==> src/rtl/core/range_bitmap_first_zero_assert.svh <==
// Assertion macros for the range bitmap first-zero block.
`ifndef RANGE_BITMAP_FIRST_ZERO_ASSERT_SVH
`define RANGE_BITMAP_FIRST_ZERO_ASSERT_SVH
`ifndef SYNTHESIS
// Same-cycle implication, checked at every rising clock edge out of reset.
`define RBFZ_ASSERT_NOW(label, clk, rst_n, ante, cons, msg) \
  label: assert property (@(posedge clk) disable iff (!rst_n) (ante) |-> (cons)) \
    else $error(msg);
// Next-cycle implication.
`define RBFZ_ASSERT_NEXT(label, clk, rst_n, ante, cons, msg) \
  label: assert property (@(posedge clk) disable iff (!rst_n) (ante) |=> (cons)) \
    else $error(msg);
`else
`define RBFZ_ASSERT_NOW(label, clk, rst_n, ante, cons, msg)
`define RBFZ_ASSERT_NEXT(label, clk, rst_n, ante, cons, msg)
`endif
`endif

==> src/rtl/core/rbfz_pkg.sv <==
// Shared constants and controller/datapath interface types for the range bitmap block.
package rbfz_pkg;

  localparam int unsigned CMD_W = 2;
  localparam int unsigned IO_POS_W = 10;

  localparam logic [CMD_W-1:0] CMD_SET    = 2'd0;
  localparam logic [CMD_W-1:0] CMD_CLEAR  = 2'd1;
  localparam logic [CMD_W-1:0] CMD_INVERT = 2'd2;

  typedef struct packed {
    logic clear;
    logic load;
    logic run;
    logic publish;
  } rbfz_ctl_t;

  typedef struct packed {
    logic clear_last;
    logic done;
  } rbfz_stat_t;

endpackage

==> src/rtl/core/rbfz_ram.sv <==
// Generic simple dual-port RAM with one write port and a registered read port.
module rbfz_ram #(
  parameter int unsigned WIDTH = 64,
  parameter int unsigned DEPTH = 16,
  parameter int unsigned AW    = (DEPTH > 1) ? $clog2(DEPTH) : 1
) (
  input  logic             clk_i,
  input  logic             we_i,
  input  logic [AW-1:0]    waddr_i,
  input  logic [WIDTH-1:0] wdata_i,
  input  logic [AW-1:0]    raddr_i,
  output logic [WIDTH-1:0] rdata_o
);

  logic [WIDTH-1:0] mem_q [DEPTH];
  logic [WIDTH-1:0] rdata_q;

  always_ff @(posedge clk_i) begin
    if (we_i) begin
      mem_q[waddr_i] <= wdata_i;
    end
    rdata_q <= mem_q[raddr_i];
  end

  assign rdata_o = rdata_q;

endmodule

==> src/rtl/core/rbfz_dp.sv <==
// Datapath: bitmap memory, pipelined read-modify-write walk and first-zero capture.
module rbfz_dp
  import rbfz_pkg::*;
#(
  parameter int unsigned POSITIONS = 1024,
  parameter int unsigned WORD_BITS = 64
) (
  input  logic                clk_i,
  input  logic                rst_ni,
  input  rbfz_ctl_t           ctl_i,
  output rbfz_stat_t          stat_o,
  input  logic [CMD_W-1:0]    cmd_i,
  input  logic [IO_POS_W-1:0] range_low_i,
  input  logic [IO_POS_W-1:0] range_high_i,
  output logic [IO_POS_W-1:0] first_zero_o,
  output logic                all_ones_o
);

  localparam int unsigned WORDS      = (POSITIONS + WORD_BITS - 1) / WORD_BITS;
  localparam int unsigned AW         = (WORDS > 1) ? $clog2(WORDS) : 1;
  localparam int unsigned PW         = $clog2(POSITIONS);
  localparam int unsigned BW         = $clog2(WORDS * WORD_BITS);
  localparam int unsigned OW         = $clog2(WORD_BITS);
  localparam int unsigned XW         = ((PW > BW) ? PW : BW) + 1;
  localparam int unsigned LAST_VALID = POSITIONS - (WORDS - 1) * WORD_BITS;

  // Item registers.
  logic [CMD_W-1:0] op_q;
  logic [PW-1:0]    lo_q, hi_q;
  logic             act_q;

  // Walk position (issue stage).
  logic [AW-1:0] addr_q;
  logic [BW-1:0] base_q;
  logic          end_q;

  // Write-back stage.
  logic          s1_vld_q;
  logic [AW-1:0] s1_addr_q;
  logic [BW-1:0] s1_base_q;
  logic [OW-1:0] s1_a_q, s1_b_q;
  logic          s1_en_q;
  logic          s1_last_q;

  // First zero found so far and the published result.
  logic                found_q;
  logic [PW-1:0]       fz_q;
  logic [IO_POS_W-1:0] res_fz_q;
  logic                res_all_q;

  logic                in_act;
  logic [PW-1:0]       hi_sat;
  logic [XW-1:0]       base_x, lo_x, hi_x, top_x, d_hi, fz_sum;
  logic                in_rng, pending_upd, issue, last_word;
  logic [OW-1:0]       a_off, b_off;
  logic [WORD_BITS-1:0] rdata, upd_mask, new_word, vmask, zeros;
  logic [OW-1:0]       zero_k;
  logic                zero_hit;
  logic                ram_we;
  logic [AW-1:0]       ram_waddr;
  logic [WORD_BITS-1:0] ram_wdata;

  // An item changes the bitmap only with a real command, an ordered range and a low bound
  // inside the bitmap; the high bound saturates at the last position.
  always_comb begin
    in_act = ((cmd_i == CMD_SET) || (cmd_i == CMD_CLEAR) || (cmd_i == CMD_INVERT)) &&
             (range_low_i <= range_high_i) &&
             (32'(range_low_i) < 32'(POSITIONS));
    hi_sat = (32'(range_high_i) >= 32'(POSITIONS)) ? PW'(POSITIONS - 1) : PW'(range_high_i);
  end

  // Issue stage: range offsets inside the current word.
  always_comb begin
    base_x      = XW'(base_q);
    lo_x        = XW'(lo_q);
    hi_x        = XW'(hi_q);
    top_x       = base_x + XW'(WORD_BITS);
    d_hi        = hi_x - base_x;
    pending_upd = act_q && (base_x <= hi_x);
    in_rng      = pending_upd && (top_x > lo_x);
    a_off       = (lo_x > base_x) ? OW'(lo_x - base_x) : '0;
    b_off       = (d_hi >= XW'(WORD_BITS - 1)) ? OW'(WORD_BITS - 1) : OW'(d_hi);
    last_word   = (addr_q == AW'(WORDS - 1));
    // Keep walking while words remain to update or no zero has been seen yet.
    issue       = ctl_i.run && !end_q && (!found_q || pending_upd);
  end

  // Write-back stage: apply the command to the word read and look for its lowest zero.
  always_comb begin
    for (int j = 0; j < int'(WORD_BITS); j++) begin
      upd_mask[j] = s1_en_q && (OW'(j) >= s1_a_q) && (OW'(j) <= s1_b_q);
      vmask[j]    = !s1_last_q || (j < int'(LAST_VALID));
    end
    unique case (op_q)
      CMD_SET:    new_word = rdata | upd_mask;
      CMD_CLEAR:  new_word = rdata & ~upd_mask;
      CMD_INVERT: new_word = rdata ^ upd_mask;
      default:    new_word = rdata;
    endcase
    zeros  = ~new_word & vmask;
    zero_k = '0;
    for (int j = int'(WORD_BITS) - 1; j >= 0; j--) begin
      if (zeros[j]) begin
        zero_k = OW'(j);
      end
    end
    zero_hit = |zeros;
    fz_sum   = XW'(s1_base_q) + XW'(zero_k);
  end

  always_comb begin
    ram_we    = ctl_i.clear || (s1_vld_q && s1_en_q);
    ram_waddr = ctl_i.clear ? addr_q : s1_addr_q;
    ram_wdata = ctl_i.clear ? '0 : new_word;
  end

  rbfz_ram #(
    .WIDTH (WORD_BITS),
    .DEPTH (WORDS),
    .AW    (AW)
  ) u_ram (
    .clk_i   (clk_i),
    .we_i    (ram_we),
    .waddr_i (ram_waddr),
    .wdata_i (ram_wdata),
    .raddr_i (addr_q),
    .rdata_o (rdata)
  );

  always_ff @(posedge clk_i or negedge rst_ni) begin
    if (!rst_ni) begin
      addr_q   <= '0;
      base_q   <= '0;
      end_q    <= 1'b0;
      s1_vld_q <= 1'b0;
      found_q  <= 1'b0;
    end else begin
      s1_vld_q <= issue;
      if (s1_vld_q && !found_q && zero_hit) begin
        found_q <= 1'b1;
      end
      if (ctl_i.load) begin
        addr_q  <= '0;
        base_q  <= '0;
        end_q   <= 1'b0;
        found_q <= 1'b0;
      end else if (ctl_i.clear) begin
        addr_q <= addr_q + AW'(1);
      end else if (issue) begin
        if (last_word) begin
          end_q <= 1'b1;
        end else begin
          addr_q <= addr_q + AW'(1);
          base_q <= base_q + BW'(WORD_BITS);
        end
      end
    end
  end

  always_ff @(posedge clk_i) begin
    if (ctl_i.load) begin
      op_q  <= cmd_i;
      lo_q  <= PW'(range_low_i);
      hi_q  <= hi_sat;
      act_q <= in_act;
    end
    if (issue) begin
      s1_addr_q <= addr_q;
      s1_base_q <= base_q;
      s1_a_q    <= a_off;
      s1_b_q    <= b_off;
      s1_en_q   <= in_rng;
      s1_last_q <= last_word;
    end
    if (s1_vld_q && !found_q && zero_hit) begin
      fz_q <= PW'(fz_sum);
    end
    if (ctl_i.publish) begin
      res_fz_q  <= found_q ? IO_POS_W'(fz_q) : '0;
      res_all_q <= !found_q;
    end
  end

  assign stat_o.clear_last = last_word;
  assign stat_o.done       = !issue && !s1_vld_q;
  assign first_zero_o      = res_fz_q;
  assign all_ones_o        = res_all_q;

endmodule

==> config.mk <==
export PLATFORM = sky130hd
export DESIGN_NAME = rbfz_dp
export DESIGN_NICKNAME = d
export VERILOG_FILES = /design/src/rtl/core/range_bitmap_first_zero_assert.svh /design/src/rtl/core/rbfz_pkg.sv /design/src/rtl/core/rbfz_ram.sv /design/src/rtl/core/rbfz_dp.sv
export SDC_FILE = /design/constraint.sdc
export NUM_CORES = 1
export LEC_CHECK = 0
export BUFFER_PORTS_ARGS = -buffer_cell sky130_fd_sc_hd__buf_2
export CAP_MARGIN = 20
export CORE_UTILIZATION = 42
export DETAILED_ROUTE_END_ITERATION = 12
export GPL_TIMING_DRIVEN = 0
export PLACE_DENSITY_LB_ADDON = 0.1
export RECOVER_POWER = 25
export SLEW_MARGIN = 20
export SYNTH_ARGS = -nofsm -noshare
export SYNTH_HDL_FRONTEND = slang
export SYNTH_SLANG_ARGS = --single-unit
==> constraint.sdc <==
create_clock -name clk_i -period 15.25 [get_ports clk_i]
set_input_delay 2.2875 -clock clk_i [delete_from_list [all_inputs] [get_ports clk_i]]
set_output_delay 2.2875 -clock clk_i [all_outputs]
set_load 0.01 [all_outputs]
; Word level (Yosys, flattened, before mapping)
; Memories as Yosys holds them, arrays and structs flattened. A register that Yosys moved wholly into a read port is not among the register bits.
; Cells that the tools add are included.
[word_totals]
ff_bits = 88
mem_bits_rw = 1024
out_inout_bits = 13
mem_count = 1
[op_classes]
add_sub_neg = 6
magnitude_cmp = 133
eq_ne = 8
mux = 83
n_bitwise = 5
reduce_logical = 155
[mem_list]
columns = memory, depth, width, rd, rd_ports_with_merged_regs, write_ports, line
row1 = u_ram.mem_q, 16, 64, 1, 1, 1, rbfz_ram.sv:15  ; logic [WIDTH-1:0] mem_q [DEPTH];
[op_table]
columns = operator, n
row1 = $mux W6, 64
row2 = $ge A6 B6 Y1 const A, 32
row3 = $le A6 B6 Y1 const A, 32
row4 = $pmux W64 S3, 1
row5 = $logic_and A1 B1 Y1, 137
row6 = $not A64 Y64, 2
row7 = $ge A5 B6 Y1 const A, 16
row8 = $le A5 B6 Y1 const A, 16
row9 = $and A64 B64 Y64, 1
row10 = $mux W64, 1
row11 = $or A64 B64 Y64, 1
row12 = $reduce_or A64 Y1, 1
row13 = $xor A64 B64 Y64, 1
row14 = $ge A4 B6 Y1 const A, 8
row15 = $le A4 B6 Y1 const A, 8
row16 = $mux W10, 4
row17 = $ge A3 B6 Y1 const A, 4
row18 = $le A3 B6 Y1 const A, 4
row19 = $le A10 B10 Y1, 2
row20 = $mux W4, 5
row21 = $ge A1 B6 Y1 const A, 2
row22 = $ge A2 B6 Y1 const A, 2
row23 = $le A1 B6 Y1 const A, 2
row24 = $le A2 B6 Y1 const A, 2
row25 = other kinds (22), 42

; Depth between registers and ports, before layout
[depth]
ltp_word = 72
ltp_mapped = 14
mapped_depth_nobuf = 13

; Cells and area by module
; A second synthesis with hierarchy kept.
[unflattened]
hier_cells = 2692
area_unflattened_um2 = 49337.3
[by_module_without_submodules]
columns = module, n_inst, cells_per_inst, area_each_um2
row1 = rbfz_ram, 1, 1647, 39581.7
row2 = rbfz_dp, 1, 1045, 9755.6

; Worst setup path before layout
; No wires, ideal clock.
[synth_path]
path_kind = input port to flip-flop
start = in ctl_i[3] (netlist bit)
end = mem u_ram.mem_q[3][0], enable pin
setup_time_ns = 0.487
t_arrival_ns = 5.827
required_time_ns = 14.763
setup_slack_ns = 8.937
stages = 6
path_buffers = 2
cell_sequence = clkbuf_1 buf_1 nand2_1 o21ai_0 nand2_1 nor2_1
[synth_between]
elab_chain_cells = 3
[synth_lines]
columns = element, line
row1 = "start, declared", rbfz_dp.sv:10  ; input rbfz_ctl_t ctl_i,
row2 = $logic_or A1 B1 Y1, rbfz_dp.sv:112  ; ram_we = ctl_i.clear || (s1_vld_q && s1_en_q);
row3 = $mux W1, rbfz_ram.sv:19  ; if (we_i) begin
row4 = $mux W1 (not written as such), rbfz_ram.sv:20  ; mem_q[waddr_i] <= wdata_i;
row5 = "end, declared", rbfz_ram.sv:15
; Parallel ways exist; a longest one is shown, timed or not.

==> impl_metrics.csv <==
group,metric,value,unit
outcome,outcome,"complete, but fails checks",
outcome,failed_checks,"capacitance limit, slew limit",
hold_path,hold_class,"flop to flop",
route,dr_total_vias,25495,
timing,slew_headroom,-21.8,%
power_and_ir_drop,p_sw_share,25.1,%
setup_path,worstPathRequired,12960,ps
power_and_ir_drop,p_leak,18.9,nW
die,coreArea,116000,um^2
synth,netlist_area,49400,um^2
timing,min_period,6090,ps
die,start_util,42.4,%
clock_tree,cts_tree,"yes",
layout,syn_to_final_growth,15.5,%
route,ant_nets,0,
synth,synthDistinctLibCells,71,
setup_path,critPathMaxFanout,11,
setup_path,critPathCaptureType,"output port",
route,drt_iter0_markers,2358,
die,die_h,345,um
synth,seq_area_frac_synth,69.4,%
setup_path,critPathBufInv,2,
clock_tree,cts_buffers,115,
setup_path,r2r_setup_slack,10040,ps
setup_path,crit_family,"simple AND/OR/NAND/NOR gates",
route,wl_per_cell,31.1,um
timing,worstMarginPinSlew,1780,ps
global_route,antenna_found_initial,4,
timing,drv_slew,24,
global_route,grt_usage,23.3,%
timing,whs,478,ps
clock_tree,cts_resized,0,
global_route,grt_pass1_wl,193,mm
setup_path,start_kind,"flop",
setup_path,arrival,3800,ps
hold_path,hold_path_startpoint,"addr_q[0]$_DFFE_PN0P_",
route,routed_wl,136,mm
die,die_w,345,um
synth,syn_inst,2529,
setup_path,cpPeakStageDelay,690,ps
clock_tree,clkTransAtPathRegs,60,ps
die,ioPinCount,41,
layout,drive_above_1_share,24.7,%
synth,ys_seq_elements,1164,
setup_path,path_class,"flop to output port",
power_and_ir_drop,total_power,8.00,mW
clock_tree,clk_latency,720,ps
global_route,grt-ovfl-total,0,
setup_path,worstSetupStartpoint,"base_q[6]$_DFFE_PN0P_",
synth,synth_edf_count,1089,
setup_path,r2r-start,"s1_b_q[4]$_SDFFCE_PP1P_",
power_and_ir_drop,p_sw,2.00,mW
route,dr.pass1.iters,5,
synth,synth_area_per_cell,19.5,um^2
placed_design,placed_area,53100,um^2
die,core.rowCount,125,
power_and_ir_drop,power_frac_comb,15.2,%
placed_design,numPortBuffers,39,
power_and_ir_drop,ir_worst_vdd,104,uV
global_route,grt_max_degree,25,
clock_tree,h-tree-depth,3,
setup_path,path_cells,"inv_1 > ha_1 > o21a_1 > o21ai_0 > a21boi_0 > o21ai_0 > nand2_1 > nand2_1 > nor2_1 > nor2_1 > buf_2",
route,drcViolationCount,0,
route,via_per_inst,5.82,
clock_tree,ctsHoldBuffers,0,
clock_tree,clock-sinks,1164,
timing,hold_viol_final,0,
setup_path,crit_slowest_cell,"nor2_1",
global_route,first_global_vias,26129,
timing,fmax,164,MHz
clock_tree,root_buffer,"clkbuf_16",
timing,grt_setup_unrepaired,"no",
timing,skew,25.1,ps
power_and_ir_drop,p_int,5.99,mW
power_and_ir_drop,seqPwrFrac,48.0,%
layout,layout.nets,2939,
synth,synthArstFlopShare,0.945,%
clock_tree,cts_buffer_depth,3,
power_and_ir_drop,powerDensity,140,nW/um^2
layout,final_cell_area,57000,um^2
placed_design,routabilityCongestion,0.949,
timing,post-route-period-util,39.9,%
clock_tree,cts_setup_buffers,0,
synth,synth_ff_type,"edfxtp_1",
die,die_area,119000,um^2
power_and_ir_drop,power_frac_clock,36.9,%
placed_design,dp_hpwl,92.4,mm
timing,finalSetupViolCount,0,
flow_run,drv_cap,2,
synth,yosysWarnings,0,
timing,tns,0,ps
## cell families after synthesis
family | Yosys count | share of synthesized area, %
adder cells (fa/ha/maj) | 156 | 3.95
AO/OA/AOI/OAI | 181 | 2.54
multiplexers | 393 | 18.0
other | 2 | 0.0152
AND/OR/NAND/NOR | 314 | 3.29
XOR/XNOR | 13 | 0.231
buffers and inverters | 306 | 2.62
flip-flops | 1164 | 69.4
## stage by stage
step	util [%]	worst slack, ps	instances
2_1_floorplan	-	8940	2531
4_1_cts	49.0	9470	4378
6_report	49.0	9160	4380
5_1_grt	49.0	8900	4378
3_5_place_dp	45.6	9570	4162
3_3_place_gp	44.2	3950	4094
## flip-flops by register name, indices dropped and copies added (netlist names)
name,flops
s1_en_q,1
act_q,1
first_zero_o,10
lo_q,10
u_ram.rdata_o,64
hi_q,10
s1_a_q,6
base_q,4
u_ram.mem_q,1024
s1_vld_q,1
found_q,1
addr_q,4
fz_q,10
s1_addr_q,4
s1_b_q,6
end_q,1
op_q,2
all_ones_o,1
s1_base_q,4
## path summary, 6_finish.rpt
| check | endpoint | cells after the start |
|---|---|---|
| setup / recovery | stat_o[0] | 11 |
| hold / removal | s1_addr_q[0]$_DFFE_PP_ | 0 |
| setup reg to reg | fz_q[6]$_DFFE_PP_ | 12 |
| hold reg to reg | s1_addr_q[0]$_DFFE_PP_ | 0 |
| max in group asynchronous | addr_q[3]$_DFFE_PN0P_ | 1 |
| min in group asynchronous | found_q$_DFFE_PN0P_ | 1 |
## layout make-up
cell class / instances / area (um^2)
plain buffers: 128 / 659
repair buffers: 107 / 1620
clock inverters: 56 / 692
multi-input cells: 1061 / 13900
clock buffers: 160 / 3270
inverters: 178 / 668
well taps: 1524 / 1910
diodes: 2 / 5.00
flip-flops and latches: 1164 / 34300
fillers: 9536 / 59300
## synthesized netlist by cell type (5+ instances only)
cell | number | share of area, %
o21a_1 | 10 | 0.15
and3_1 | 8 | 0.10
o21ai_0 | 31 | 0.31
inv_1 | 174 | 1.3
a31oi_1 | 8 | 0.10
or3_1 | 6 | 0.076
xnor2_1 | 6 | 0.11
nor2_1 | 77 | 0.59
buf_6 | 5 | 0.11
dfrtp_1 | 11 | 0.56
nand3_1 | 24 | 0.24
nand2b_1 | 6 | 0.076
edfxtp_1 | 1089 | 66
mux4_2 | 367 | 17
nor3_1 | 7 | 0.071
clkbuf_1 | 80 | 0.61
dfxtp_1 | 64 | 2.6
a21o_1 | 7 | 0.11
o311ai_0 | 5 | 0.089
buf_1 | 28 | 0.21
nand4_1 | 22 | 0.28
nand2_1 | 51 | 0.39
nor4_1 | 5 | 0.063
a21oi_1 | 38 | 0.39
nor2b_1 | 8 | 0.10
o211ai_1 | 26 | 0.40
mux4_1 | 20 | 1.1
ha_1 | 156 | 4.0
or2_2 | 8 | 0.10
buf_4 | 7 | 0.11
xor2_1 | 7 | 0.12
o221ai_1 | 17 | 0.30
and2_1 | 83 | 1.1
## layer usage
metal / vias up / track usage [%] / wire, um
li1: 10706 / - / -
met1: 13836 / 32.6 / 58600
met2: 775 / 38.6 / 67300
met3: 178 / 3.20 / 7610
met4: 0 / 5.80 / 2720
met5: - / 0 / 0
## worst reg2reg max path, stage by stage (launching register included)
cell and delay (ps):
edfxtp_1 380, clkbuf_1 480, and3_1 250, clkbuf_1 310, clkbuf_1 440, nand3_1 260
ha_1 350, mux4_1 320, nand4_1 270, nor4_1 770, nand4bb_1 450, o21a_1 330
and2_1 300
## power by group through the flow
stage | Sequential (mW) | Clock [mW] | Combinational (mW)
finish | 3.84 | 2.95 | 1.21
CTS | 3.83 | 3.01 | 1.23
global placement | 3.91 | 0 | 1.15
floorplan | 3.87 | 0 | 0.785
detailed placement | 3.90 | 0 | 1.22
global route | 3.85 | 3.11 | 1.31
## cell usage in the layout (no fill, tap or decap), types with 9 or more instances in the layout
master	count
nand2_1	51
clkbuf_2	17
o21a_1	10
inv_1	174
buf_16	18
clkbuf_1	131
o211ai_1	26
clkbuf_8	16
nand4_1	22
and2_1	47
dfxtp_1	64
nand3_1	24
edfxtp_1	1089
dfrtp_1	11
nor2_1	60
mux4_2	367
o221ai_1	17
clkbuf_16	118
buf_1	9
o21ai_0	32
clkinv_2	20
mux4_1	20
and2_0	37
buf_2	20
clkinv_1	11
ha_1	156
bufinv_16	15
a21oi_1	38
nor2_4	16
buf_12	51
Power figures use the tool's default switching activity.
