===== config.mk =====
export PLATFORM = sky130hd
export DESIGN_NAME = rbfz_ctrl
export DESIGN_NICKNAME = d
export VERILOG_FILES = /design/src/rtl/core/range_bitmap_first_zero_assert.svh /design/src/rtl/core/rbfz_pkg.sv /design/src/rtl/core/rbfz_ctrl.sv
export SDC_FILE = /design/constraint.sdc
export NUM_CORES = 1
export LEC_CHECK = 0
export ABC_AREA = 0
export BUFFER_PORTS_ARGS = -buffer_cell sky130_fd_sc_hd__buf_4
export CORE_AREA = 4 4 41 43
export CTS_CLUSTER_DIAMETER = 40
export CTS_CLUSTER_SIZE = 16
export DETAILED_ROUTE_END_ITERATION = 8
export DIE_AREA = 0 0 45 47
export GPL_TIMING_DRIVEN = 0
export HOLD_SLACK_MARGIN = 0.08
export PLACE_DENSITY_LB_ADDON = 0.2
export SYNTH_ARGS = -nofsm -noshare
export SYNTH_HDL_FRONTEND = slang
export SYNTH_SLANG_ARGS = --single-unit
export TNS_END_PERCENT = 20

===== constraint.sdc =====
create_clock -name clk_i -period 1.1 [get_ports clk_i]
set_input_delay 0.275 -clock clk_i [delete_from_list [all_inputs] [get_ports clk_i]]
set_output_delay 0.275 -clock clk_i [all_outputs]
set_load 0.02 [all_outputs]

===== src/rtl/core/range_bitmap_first_zero_assert.svh =====
// Assertion macros for the range bitmap first-zero block.
`ifndef RANGE_BITMAP_FIRST_ZERO_ASSERT_SVH
`define RANGE_BITMAP_FIRST_ZERO_ASSERT_SVH
`ifndef SYNTHESIS
// Same-cycle implication, checked at every rising clock edge out of reset.
`define RBFZ_ASSERT_NOW(label, clk, rst_n, ante, cons, msg) \
  label: assert property (@(posedge clk) disable iff (!rst_n) (ante) |-> (cons)) \
    else $error(msg);
// Next-cycle implication.
`define RBFZ_ASSERT_NEXT(label, clk, rst_n, ante, cons, msg) \
  label: assert property (@(posedge clk) disable iff (!rst_n) (ante) |=> (cons)) \
    else $error(msg);
`else
`define RBFZ_ASSERT_NOW(label, clk, rst_n, ante, cons, msg)
`define RBFZ_ASSERT_NEXT(label, clk, rst_n, ante, cons, msg)
`endif
`endif


===== src/rtl/core/rbfz_pkg.sv =====
// Shared constants and controller/datapath interface types for the range bitmap block.
package rbfz_pkg;

  localparam int unsigned CMD_W = 2;
  localparam int unsigned IO_POS_W = 10;

  localparam logic [CMD_W-1:0] CMD_SET    = 2'd0;
  localparam logic [CMD_W-1:0] CMD_CLEAR  = 2'd1;
  localparam logic [CMD_W-1:0] CMD_INVERT = 2'd2;

  typedef struct packed {
    logic clear;
    logic load;
    logic run;
    logic publish;
  } rbfz_ctl_t;

  typedef struct packed {
    logic clear_last;
    logic done;
  } rbfz_stat_t;

endpackage


===== src/rtl/core/rbfz_ctrl.sv =====
// Controller state machine: clearing pass, item acceptance, word walk and result handoff.
module rbfz_ctrl
  import rbfz_pkg::*;
(
  input  logic       clk_i,
  input  logic       rst_ni,
  input  logic       in_valid_i,
  output logic       in_stall_o,
  output logic       out_valid_o,
  input  logic       out_stall_i,
  output rbfz_ctl_t  ctl_o,
  input  rbfz_stat_t stat_i
);

  localparam logic [1:0] ST_CLEAR = 2'd0;
  localparam logic [1:0] ST_IDLE  = 2'd1;
  localparam logic [1:0] ST_RUN   = 2'd2;

  logic [1:0] state_q, state_d;
  logic       out_vld_q, out_vld_d;

  always_comb begin
    ctl_o     = '0;
    state_d   = state_q;
    out_vld_d = out_vld_q && out_stall_i;
    unique case (state_q)
      ST_CLEAR: begin
        ctl_o.clear = 1'b1;
        if (stat_i.clear_last) begin
          state_d = ST_IDLE;
        end
      end
      ST_IDLE: begin
        if (in_valid_i) begin
          ctl_o.load = 1'b1;
          state_d    = ST_RUN;
        end
      end
      ST_RUN: begin
        ctl_o.run = 1'b1;
        // The finished result moves to the output register once it is free.
        if (stat_i.done && (!out_vld_q || !out_stall_i)) begin
          ctl_o.publish = 1'b1;
          out_vld_d     = 1'b1;
          state_d       = ST_IDLE;
        end
      end
      default: begin
        state_d = ST_CLEAR;
      end
    endcase
  end

  always_ff @(posedge clk_i or negedge rst_ni) begin
    if (!rst_ni) begin
      state_q   <= ST_CLEAR;
      out_vld_q <= 1'b0;
    end else begin
      state_q   <= state_d;
      out_vld_q <= out_vld_d;
    end
  end

  assign in_stall_o  = (state_q != ST_IDLE);
  assign out_valid_o = out_vld_q;

endmodule


**After elaboration in Yosys (flattened, before gate mapping)**

Cells that the tools add are included.

- Register bits after elaboration: 3
- Bits in latches: 0
- Memory bits (writable): 0
- Memory bits (read-only): 0
- Input port bits: 6
- Output and inout bits: 6
- Word-level logic and storage cells: 26
- Memories: 0

- $add $sub $neg: 0
- $mul: 0
- Div/mod/pow operators: 0
- Order comparisons: 0
- Equal/unequal tests: 6
- Shift operators: 0
- Mux-type cells: 11
- Bitwise logic cells: 0
- Reductions and logical operators: 7

Operator list:

| cell | count |
|---|---|
| 2-to-1 mux 2 bit | 4 |
| 2-to-1 mux 1 bit | 6 |
| inequality test 2 bit (second input constant) | 3 |
| case mux 2 bit (3 select lines) | 1 |
| AND reduction 3 bit | 1 |
| equality test 2 x 1 -> 1 bit (second input constant) | 1 |
| equality test 2 bit (second input constant) | 1 |
| logical AND 1 bit | 2 |
| logical NOT 1 bit | 2 |
| logical NOT 2 bit | 1 |
| inequality test 2 x 1 -> 1 bit (second input constant) | 1 |
| logical OR 1 bit | 1 |

**Logic depth before layout (Yosys ltp)**

Gate-level depths: netlist of the first run.

- Depth in word-level cells: 5
- Gate-level depth with buffers: 2
- Depth with buffers taken out: 2

**Worst setup path before layout of the first run**

No wires, ideal clock.

- Kind: reg2out
- Start: register out_vld_q (netlist: out_valid_o)
- End: output ctl_o[0] in the netlist's numbering
- Arrival time: 0.944 ns
- Path slack: -0.119 ns
- Cell stages (with the launch flop): 3
- Path buffers: 0
- Path through: dfrtp_1 and2_1 nor2_1

RTL lines:

| element | line | source |
|---|---|---|
| start, declared | rbfz_ctrl.sv:20 | `logic out_vld_q, out_vld_d;` |
| start signal, assigned | rbfz_ctrl.sv:60 | `out_vld_q <= out_vld_d;` |
| end, declared | rbfz_ctrl.sv:11 | `output rbfz_ctl_t ctl_o,` |

==> run summary, run 1 <==
Site Rows = 13
Layout area overhead = 121%
Post-Syn Nets = 22
Die X = 45 um
FF+latch count, synth = 3
grt ovf = 0
# setup viols final = 6
clk_skew = 0.000717 ns
Setup WS pre-CTS = -0.0992 ns
failing checks = setup timing
WL/cell = 10.4 um
RSZ-0062 raised after global routing = yes
Critical Path Source = state_q[0]$_DFFE_PN0P_
DRT iter0 DRCs = 4
Global Route Usage Sum = 0.0602
Layout Cells excl Fill = 50
depth of the CTS H-tree = 1
1st-pass router iterations = 4
Initial Util = 0.125
Inst Count DP = 42
mapped cell area = 163 um2
status = complete, but fails checks
reg2reg start = state_q[0]$_DFFE_PN0P_
crit path time final = 1.38 ns
fmax = 0.724 GHz
vias post-DR = 195
clock root cell = clkbuf_4
fill cell count = 147
Net count, final = 42
final wirelength = 518 um
Leakage Power = 0.183 nW
first-pass GRT wire length = 841 um
CP Launch Type = flip-flop
CP Max Fanout = 6
worst min path class = input pin to asynchronous set/reset pin
Antenna Cells = 0
CP Class = flip-flop to primary output
Post-Syn Area per Cell = 10.2 um2
worst vdd ir = 0.888 mV
final core utilization = 0.276
Seq/Total Area, Yosys = 0.462
Syn Inst Count = 16
post-synth top area cell = dfrtp_1
clk sinks = 3
IO Port Bufs = 11
clock slew seen by the registers of the worst setup and hold paths = 0.04 ns
CTS tree = yes
worst slew pin tran = 0.292 ns
cells on worst reg2reg path = 4
pwr dens = 2710 nW/um2
vias in the first global route = 203
period utilization = 1.26
Yosys top cell area share = 0.462
YS warnings = 0
routed vias/inst = 3.90
hold_ws = 0.365 ns
clock latency at the later pin of the worst-skew pair = 0.23 ns
CP arrival = 1.11 ns
setup ws final = -0.282 ns
R2R Setup Slk = -0.08 ns
Core ar. = 1300 um2
Slew Limit Fails = 0
setup tns final = -1.04 ns
CTS Buf Count = 3
Die ar. = 2120 um2
DRT antenna net count = 0
Routability Congestion = 0.647
count of cell types in the netlist = 11
CP endpoint kind = primary output
top cells by area, synth = dfrtp_1, and2_1, nor2_1
share of post-route cells with drive strength above 1 = 0.629
Worst R2R End = state_q[0]$_DFFE_PN0P_
Boundary Pins = 12
Post-DP Area = 273 um2
Final Cell Area = 359 um2
Post-route DRC = 0
antenna violations before repair = 0
MaxCap Viol Count = 0
largest net degree at the start of global routing = 7
Fin. Hold Viols = 0
final total power = 0.974 mW
die height = 47 um
Worst Path Required = 0.82 ns
Max-slew headroom = 0.805
Max clock buf depth = 2
-- registers in the layout, summed over array words and instances, names as in the netlist --
signal	flops
out_valid_o	1
state_q	2
-- where the power goes --
part	leakage [nW]	switching [mW]	total, mW	internal, mW
sequential	0.0368	0.0573	0.220	0.163
combinational	0.132	0.255	0.560	0.305
clock	0.0150	0.0576	0.194	0.136
total	0.183	0.370	0.974	0.604
-- placed cells by master, fill, tap and decap left out --
cell	netlist	routed
dlygate4sd3_1	0	1
and2b_1	1	1
and3b_2	0	1
o32ai_1	1	1
clkbuf_1	0	1
a21bo_2	1	1
nor2_1	3	2
buf_6	0	5
nor2_4	0	1
dfrtp_1	3	2
or2b_1	1	1
buf_4	0	9
nand2b_4	0	1
nand3b_1	1	1
and2_1	2	2
dfrtp_2	0	1
a21o_1	1	1
clkbuf_4	0	3
-- how the worst max path moves through the flow --
| stage | end |
|---|---|
| 3_5_place_dp | ctl_o[0] |
| 6_report | ctl_o[0] |
| 2_1_floorplan | ctl_o[0] |
| 4_1_cts | ctl_o[0] |
| 5_1_grt | ctl_o[0] |
| 3_3_place_gp | ctl_o[0] |
-- synthesized netlist by cell type, drive strengths merged --
library cell,number
a21bo,1
a21o,1
and2,2
and2b,1
and3b,1
dfrtp,3
nand2b,1
nand3b,1
nor2,3
o32ai,1
or2b,1
-- layout make-up --
class | count | area [um2] | share of cell area
multi-input combinational | 13 | 104 | 0.289
tap | 15 | 18.8 | 0.0523
clock buffer | 4 | 26.3 | 0.0732
sequential | 3 | 76.3 | 0.213
timing repair buffer | 15 | 134 | 0.373
-- logic make-up (layout without fill, tap and decap cells) --
group,after synthesis,count (layout),synth area share
flops,3,3,0.462
buf+inv,0,19,0
simple gates,10,10,0.377
compound gates,3,3,0.162
-- worst max-delay path, cell delays in order, from the launching register on --
cell and delay (ns):
dfrtp_1 0.41, nand3b_1 0.24, nor2_4 0.11, buf_6 0.12
-- layer usage --
layer  up-vias  wire length (um)  global-route usage
met4         0                19              0.0702
met1        91               210              0.0688
met3         2                47              0.0115
met2         9               241              0.0876
li1         93                 -                   -
met5         -                 0                   0
-- what timing repair did --
| item | CTS | global route |
|---|---|---|
| endpoints found under the hold margin | 3 | 0 |
| gates resized for setup | 4 | 3 |
| buffers inserted | 3 | 0 |
| endpoints found under the setup margin | 5 | 7 |
| pin swaps | 0 | 0 |
| hold buffers | 1 | 0 |
| gates cloned | 0 | 0 |
(Power assumes the default switching activity.)
==> run 2: changes to the inputs <==
==> constraint.sdc (replaced) <==
create_clock -name clk_i -period 1.1 [get_ports clk_i]
set_input_delay 0.275 -clock clk_i [delete_from_list [all_inputs] [get_ports clk_i]]
set_output_delay 0.275 -clock clk_i [all_outputs]
set_load 0.005 [all_outputs]
==> run 2 against run 1 <==
  * The flow still finishes with violations (setup timing)
  * Wire length decreased by 6.9%
  * Flip-flop and latch count unchanged
  * Final cell count unchanged
  * Count of clock-buffer cells in the layout unchanged
  * Sequential share of layout area increased by 1.7 points
  * Critical path depth unchanged
  * Sequential power about the same
  * Fmax increased by 2.3%
  * Via count decreased by 6.7%
  * Worst setup slack improved by 0.032 ns
  * Critical path type unchanged
  * Largest power group unchanged
==> run summary, run 2 (synthesis results as in run 1) <==
clock slew seen by the registers of the worst setup and hold paths = 0.04 ns (about the same)
MaxCap Viol Count = 0 (unchanged)
setup ws final = -0.250 ns (was -0.282 ns)
Slew Limit Fails = 0 (unchanged)
Net count, final = 42 (unchanged)
worst slew pin tran = 0.279 ns (was 0.292 ns)
worst min path class = input pin to asynchronous set/reset pin (unchanged)
Worst R2R End = state_q[0]$_DFFE_PN0P_ (unchanged)
most frequent cells in the layout = buf_4, nor2_1, clkbuf_4, dfrtp_1, and2_1 (was buf_4, buf_6, clkbuf_4)
Inst Count DP = 42 (unchanged)
final total power = 0.795 mW (was 0.974 mW)
worst path buffer plus inverter count = 1 (unchanged)
Core ar. = 1300 um2 (unchanged)
Routability Congestion = 0.613 (was 0.647)
clk_skew = 0.00524 ns (was 0.000717 ns)
CP cell instances = nand3b_1 -> nor2_1 -> buf_4 (was nand3b_1 -> nor2_4 -> buf_6)
Post-route DRC = 0 (unchanged)
clock latency at the later pin of the worst-skew pair = 0.23 ns (about the same)
reg2reg start = state_q[0]$_DFFE_PN0P_ (unchanged)
crit path time final = 1.35 ns (was 1.38 ns)
Fin. Hold Viols = 0 (unchanged)
internal power = 0.554 mW (was 0.604 mW)
Max clock buf depth = 2 (unchanged)
CTS tree = yes (unchanged)
worst vdd ir = 1.27 mV (was 0.888 mV)
period utilization = 1.23 (was 1.26)
DRT iter0 DRCs = 7 (was 4)
antenna violations before repair = 0 (unchanged)
1st-pass router iterations = 2 (was 4)
clock power share = 0.235 (was 0.199)
Final Cell Area = 327 um2 (was 359 um2)
fmax = 0.741 GHz (was 0.724 GHz)
setup tns final = -0.839 ns (was -1.04 ns)
total stage count of the critical path = 3 (unchanged)
clock root cell = clkbuf_4 (unchanged)
routed vias/inst = 3.64 (was 3.90)
largest net degree at the start of global routing = 7 (unchanged)
first-pass GRT wire length = 710 um (was 841 um)
Leakage Power = 0.179 nW (was 0.183 nW)
max FFs per register = 2 (unchanged)
DRT antenna net count = 0 (unchanged)
Antenna Cells = 0 (unchanged)
Max-slew headroom = 0.813 (was 0.805)
Layout Cells excl Fill = 50 (unchanged)
WL/cell = 9.64 um (was 10.4 um)
Die ar. = 2120 um2 (unchanged)
depth of the CTS H-tree = 1 (unchanged)
Critical Path Source = state_q[0]$_DFFE_PN0P_ (unchanged)
Initial Util = 0.125 (unchanged)
status = complete, but fails checks (unchanged)
final core utilization = 0.251 (was 0.276)
most common cell after layout, fill and taps aside = buf_4 (unchanged)
pwr dens = 2440 nW/um2 (was 2710 nW/um2)
largest reg by FF count = state_q (unchanged)
CP arrival = 1.07 ns (was 1.11 ns)
IO Port Bufs = 11 (unchanged)
RSZ-0062 raised after global routing = yes (unchanged)
CP Capture Point = ctl_o[0] (unchanged)
cells on worst reg2reg path = 4 (unchanged)
vias post-DR = 182 (was 195)
CTS Buf Count = 3 (unchanged)
CP Max Fanout = 6 (unchanged)
Reg power frac = 0.276 (was 0.226)
grt ovf = 0 (unchanged)
final wirelength = 482 um (was 518 um)
CP Class = flip-flop to primary output (unchanged)
Die X = 45 um (unchanged)
vias in the first global route = 169 (was 203)
share of post-route cells with drive strength above 1 = 0.514 (was 0.629)
# setup viols final = 6 (unchanged)
Site Rows = 13 (unchanged)
largest delay contributor family on the critical path = flip-flops (unchanged)
CP peak stage delay = 0.42 ns (was 0.41 ns)
slowest CP cell = dfrtp_1 (unchanged)
Boundary Pins = 12 (unchanged)
switching power = 0.241 mW (was 0.370 mW)
Global Route Usage Sum = 0.0514 (was 0.0602)
Layout area overhead = 101% (was 121%)
Worst Path Required = 0.82 ns (about the same)
failing checks = setup timing (unchanged)
clk sinks = 3 (unchanged)
Sw Share = 0.303 (was 0.380)
CP endpoint kind = primary output (unchanged)
combinational share of power = 0.488 (was 0.575)
die height = 47 um (unchanged)
R2R Setup Slk = -0.03 ns (was -0.08 ns)
CP Launch Type = flip-flop (unchanged)
Post-DP Area = 264 um2 (was 273 um2)
[run 2: per-stage QoR]
step | setup slack [ns] | hold WS (ns)
finish | -0.250 | 0.363
global route | -0.309 | 0.359
CTS | -0.243 | 0.359
detailed placement | -0.0448 | 0.0661
global placement | -0.0308 | 0.0638
floorplan | 0.123 | -0.0206
[run 2: power by group through the flow]
stage | registers [mW] | clock network (mW) | logic [mW]
CTS | 0.217 | 0.195 | 0.364
global placement | 0.221 | 0 | 0.320
floorplan | 0.206 | 0 | 0.144
detailed placement | 0.221 | 0 | 0.320
global route | 0.226 | 0.216 | 0.416
finish | 0.220 | 0.187 | 0.388
[run 2: layout make-up]
cell class	instances	area, um2
Sequential cell	3	75.1
Multi-Input combinational cell	13	87.6
Timing Repair Buffer	15	119
Clock buffer	4	26.3
Fill cell	148	975
Tap cell	15	18.8
[run 2: per-layer routing]
| layer | track usage | vias up | part of all wire |
|---|---|---|---|
| li1 | - | 93 | - |
| met1 | 0.0548 | 80 | 0.48 |
| met2 | 0.0706 | 9 | 0.41 |
| met3 | 0.0498 | 0 | 0.11 |
| met4 | 0.0175 | 0 | 0 |
| met5 | 0 | - | 0 |
[run 2: repair_timing]
item	4_1_cts	5_1_grt
hold buffers	1	0
buffers inserted	2	1
hold endpoints to repair	3	0
pin swaps	1	0
setup endpoints to repair	5	6
resized for setup	0	1
[run 2: worst min-delay path by stage]
| stage | from | endpoint | slack, ns | cells past startpoint |
|---|---|---|---|---|
| after global placement | rst_ni | out_valid_o$_DFF_PN0_ | 0.06 | 1 |
| after floorplan | rst_ni | out_valid_o$_DFF_PN0_ | -0.02 | 0 |
| after global routing | rst_ni | out_valid_o$_DFF_PN0_ | 0.36 | 2 |
| final | rst_ni | out_valid_o$_DFF_PN0_ | 0.36 | 2 |
| after CTS | rst_ni | out_valid_o$_DFF_PN0_ | 0.36 | 2 |
| after detailed placement | rst_ni | state_q[0]$_DFFE_PN0P_ | 0.07 | 1 |
==> run 3: changes to the inputs <==
--- a/config.mk
+++ b/config.mk
@@ -15,6 +15,8 @@
 export GPL_TIMING_DRIVEN = 0
 export HOLD_SLACK_MARGIN = 0.08
 export PLACE_DENSITY_LB_ADDON = 0.2
+export SETUP_SLACK_MARGIN = 0.3
+export SKIP_CTS_REPAIR_TIMING = 1
 export SYNTH_ARGS = -nofsm -noshare
 export SYNTH_HDL_FRONTEND = slang
 export SYNTH_SLANG_ARGS = --single-unit
==> run 3 against run 2 <==
  * The run still ends with setup timing left
  * Final cell count decreased by 2.0%
  * Via count did not move
  * Cell area decreased by 0.38%
  * Clock skew decreased by 0.0042 ns
  * Register-to-register slack improved by 0.09 ns
  * Critical endpoint unchanged
==> run summary, run 3 (synthesis results as in run 1) <==
clk_skew = 0.00107 ns (was 0.00524 ns)
Layout Cells excl Fill = 49 (was 50)
fill cell count = 146 (was 148)
internal power = 0.567 mW (was 0.554 mW)
Die ar. = 2120 um2 (unchanged)
die height = 47 um (unchanged)
Inst Count DP = 42 (unchanged)
max FFs per register = 2 (unchanged)
share of post-route cells with drive strength above 1 = 0.529 (was 0.514)
DP Wirelength = 352 um
Post-DP Area = 264 um2 (unchanged)
setup ws final = -0.260 ns (was -0.250 ns)
final core utilization = 0.250 (was 0.251)
highest metal used = met3 (unchanged)
vias in the first global route = 171 (was 169)
Layout area overhead = 100% (was 101%)
Post-route DRC = 0 (unchanged)
final wirelength = 496 um (was 482 um)
Core ar. = 1300 um2 (unchanged)
CP Max Fanout = 4 (was 6)
MaxCap Viol Count = 0 (unchanged)
failing checks = setup timing (unchanged)
Setup WS pre-CTS = -0.0249 ns (was -0.0448 ns)
hold_ws = 0.367 ns (was 0.363 ns)
Leakage Power = 0.176 nW (was 0.179 nW)
CP Launch Type = flip-flop (unchanged)
clk sinks = 3 (unchanged)
combinational share of power = 0.499 (was 0.488)
Boundary Pins = 12 (unchanged)
Max-slew headroom = 0.817 (was 0.813)
Net count, final = 41 (was 42)
CP endpoint kind = primary output (unchanged)
IO Port Bufs = 11 (unchanged)
Site Rows = 13 (unchanged)
Fin. Hold Viols = 0 (unchanged)
setup tns final = -1.03 ns (was -0.839 ns)
Sw Share = 0.298 (was 0.303)
Max clock buf depth = 2 (unchanged)
metal3 WL = 51 um (was 54 um)
RSZ-0062 raised after global routing = yes (unchanged)
Final Cell Area = 325 um2 (was 327 um2)
CP Class = flip-flop to primary output (unchanged)
CTS Buf Count = 3 (unchanged)
worst vdd ir = 0.807 mV (was 1.27 mV)
largest reg by FF count = state_q (unchanged)
final total power = 0.808 mW (was 0.795 mW)
fmax = 0.735 GHz (was 0.741 GHz)
1st-pass router iterations = 2 (unchanged)
first-pass GRT wire length = 669 um (was 710 um)
CP arrival = 1.08 ns (was 1.07 ns)
switching power = 0.241 mW (about the same)
clock power share = 0.235 (about the same)
most common cell after layout, fill and taps aside = buf_4 (unchanged)
grt ovf = 0 (unchanged)
worst min path class = input pin to asynchronous set/reset pin (unchanged)
crit path time final = 1.36 ns (was 1.35 ns)
pwr dens = 2480 nW/um2 (was 2440 nW/um2)
routed vias/inst = 3.71 (was 3.64)
largest net degree at the start of global routing = 8 (was 7)
worst slew pin tran = 0.273 ns (was 0.279 ns)
clock root cell = clkbuf_4 (unchanged)
antenna violations before repair = 0 (unchanged)
DRT iter0 DRCs = 2 (was 7)
Routability Congestion = 0.631 (was 0.613)
Initial Util = 0.125 (unchanged)
Antenna Cells = 0 (unchanged)
status = complete, but fails checks (unchanged)
CTS tree = yes (unchanged)
# setup viols final = 5 (was 6)
Die X = 45 um (unchanged)
period utilization = 1.24 (was 1.23)
depth of the CTS H-tree = 1 (unchanged)
metal2 WL = 237 um (was 197 um)
clock slew seen by the registers of the worst setup and hold paths = 0.04 ns (about the same)
Reg power frac = 0.266 (was 0.276)
Worst Path Required = 0.82 ns (about the same)
vias post-DR = 182 (unchanged)
most frequent cells in the layout = buf_4, nor2_1, clkbuf_4, dfrtp_1, buf_6 (was buf_4, nor2_1, clkbuf_4, dfrtp_1, and2_1)
DRT antenna net count = 0 (unchanged)
Global Route Usage Sum = 0.0499 (was 0.0514)
WL/cell = 10.1 um (was 9.64 um)
WL met1 = 207 um (was 230 um)
clock latency at the later pin of the worst-skew pair = 0.23 ns (about the same)
Slew Limit Fails = 0 (unchanged)
run 3: critical path, cell delays in order, from the launching register on:
cell and delay, ns:
dfrtp_1 0.39, nand3b_1 0.22, nor2_1 0.13, buf_4 0.11
run 3: worst paths after layout:
kind                                        start                      to  slack, ns  cells after the start
min                                        rst_ni  state_q[0]$_DFFE_PN0P_       0.37                      2
min in group clk_i                     in_valid_i  state_q[0]$_DFFE_PN0P_       0.37                      3
max in group asynchronous                  rst_ni   out_valid_o$_DFF_PN0_       0.64                      2
min reg2reg                state_q[1]$_DFFE_PN0P_  state_q[0]$_DFFE_PN0P_       0.58                      1
max reg2reg                state_q[0]$_DFFE_PN0P_  state_q[0]$_DFFE_PN0P_       0.06                      3
max                        state_q[0]$_DFFE_PN0P_                ctl_o[0]      -0.26                      3
run 3: metal layers:
layer | GRT usage | vias up
li1 | - | 91
met2 | 0.0565 | 7
met5 | 0 | -
met3 | 0.0153 | 0
met4 | 0.0702 | 0
met1 | 0.0619 | 84
run 3: power groups by stage:
stage	Sequential (mW)	Combinational, mW	Clock, mW
after CTS	0.220	0.319	0.205
after floorplan	0.206	0.144	0
final	0.215	0.403	0.190
after global routing	0.224	0.440	0.207
after global placement	0.222	0.319	0
after detailed placement	0.220	0.318	0
run 3: cell type report:
class / count / area [um2] / area share
well taps: 15 / 18.8 / 0.0577
clock buffers: 4 / 26.3 / 0.0808
flip-flops and latches: 3 / 75.1 / 0.231
repair buffers: 14 / 115 / 0.354
multi-input cells: 13 / 90.1 / 0.277
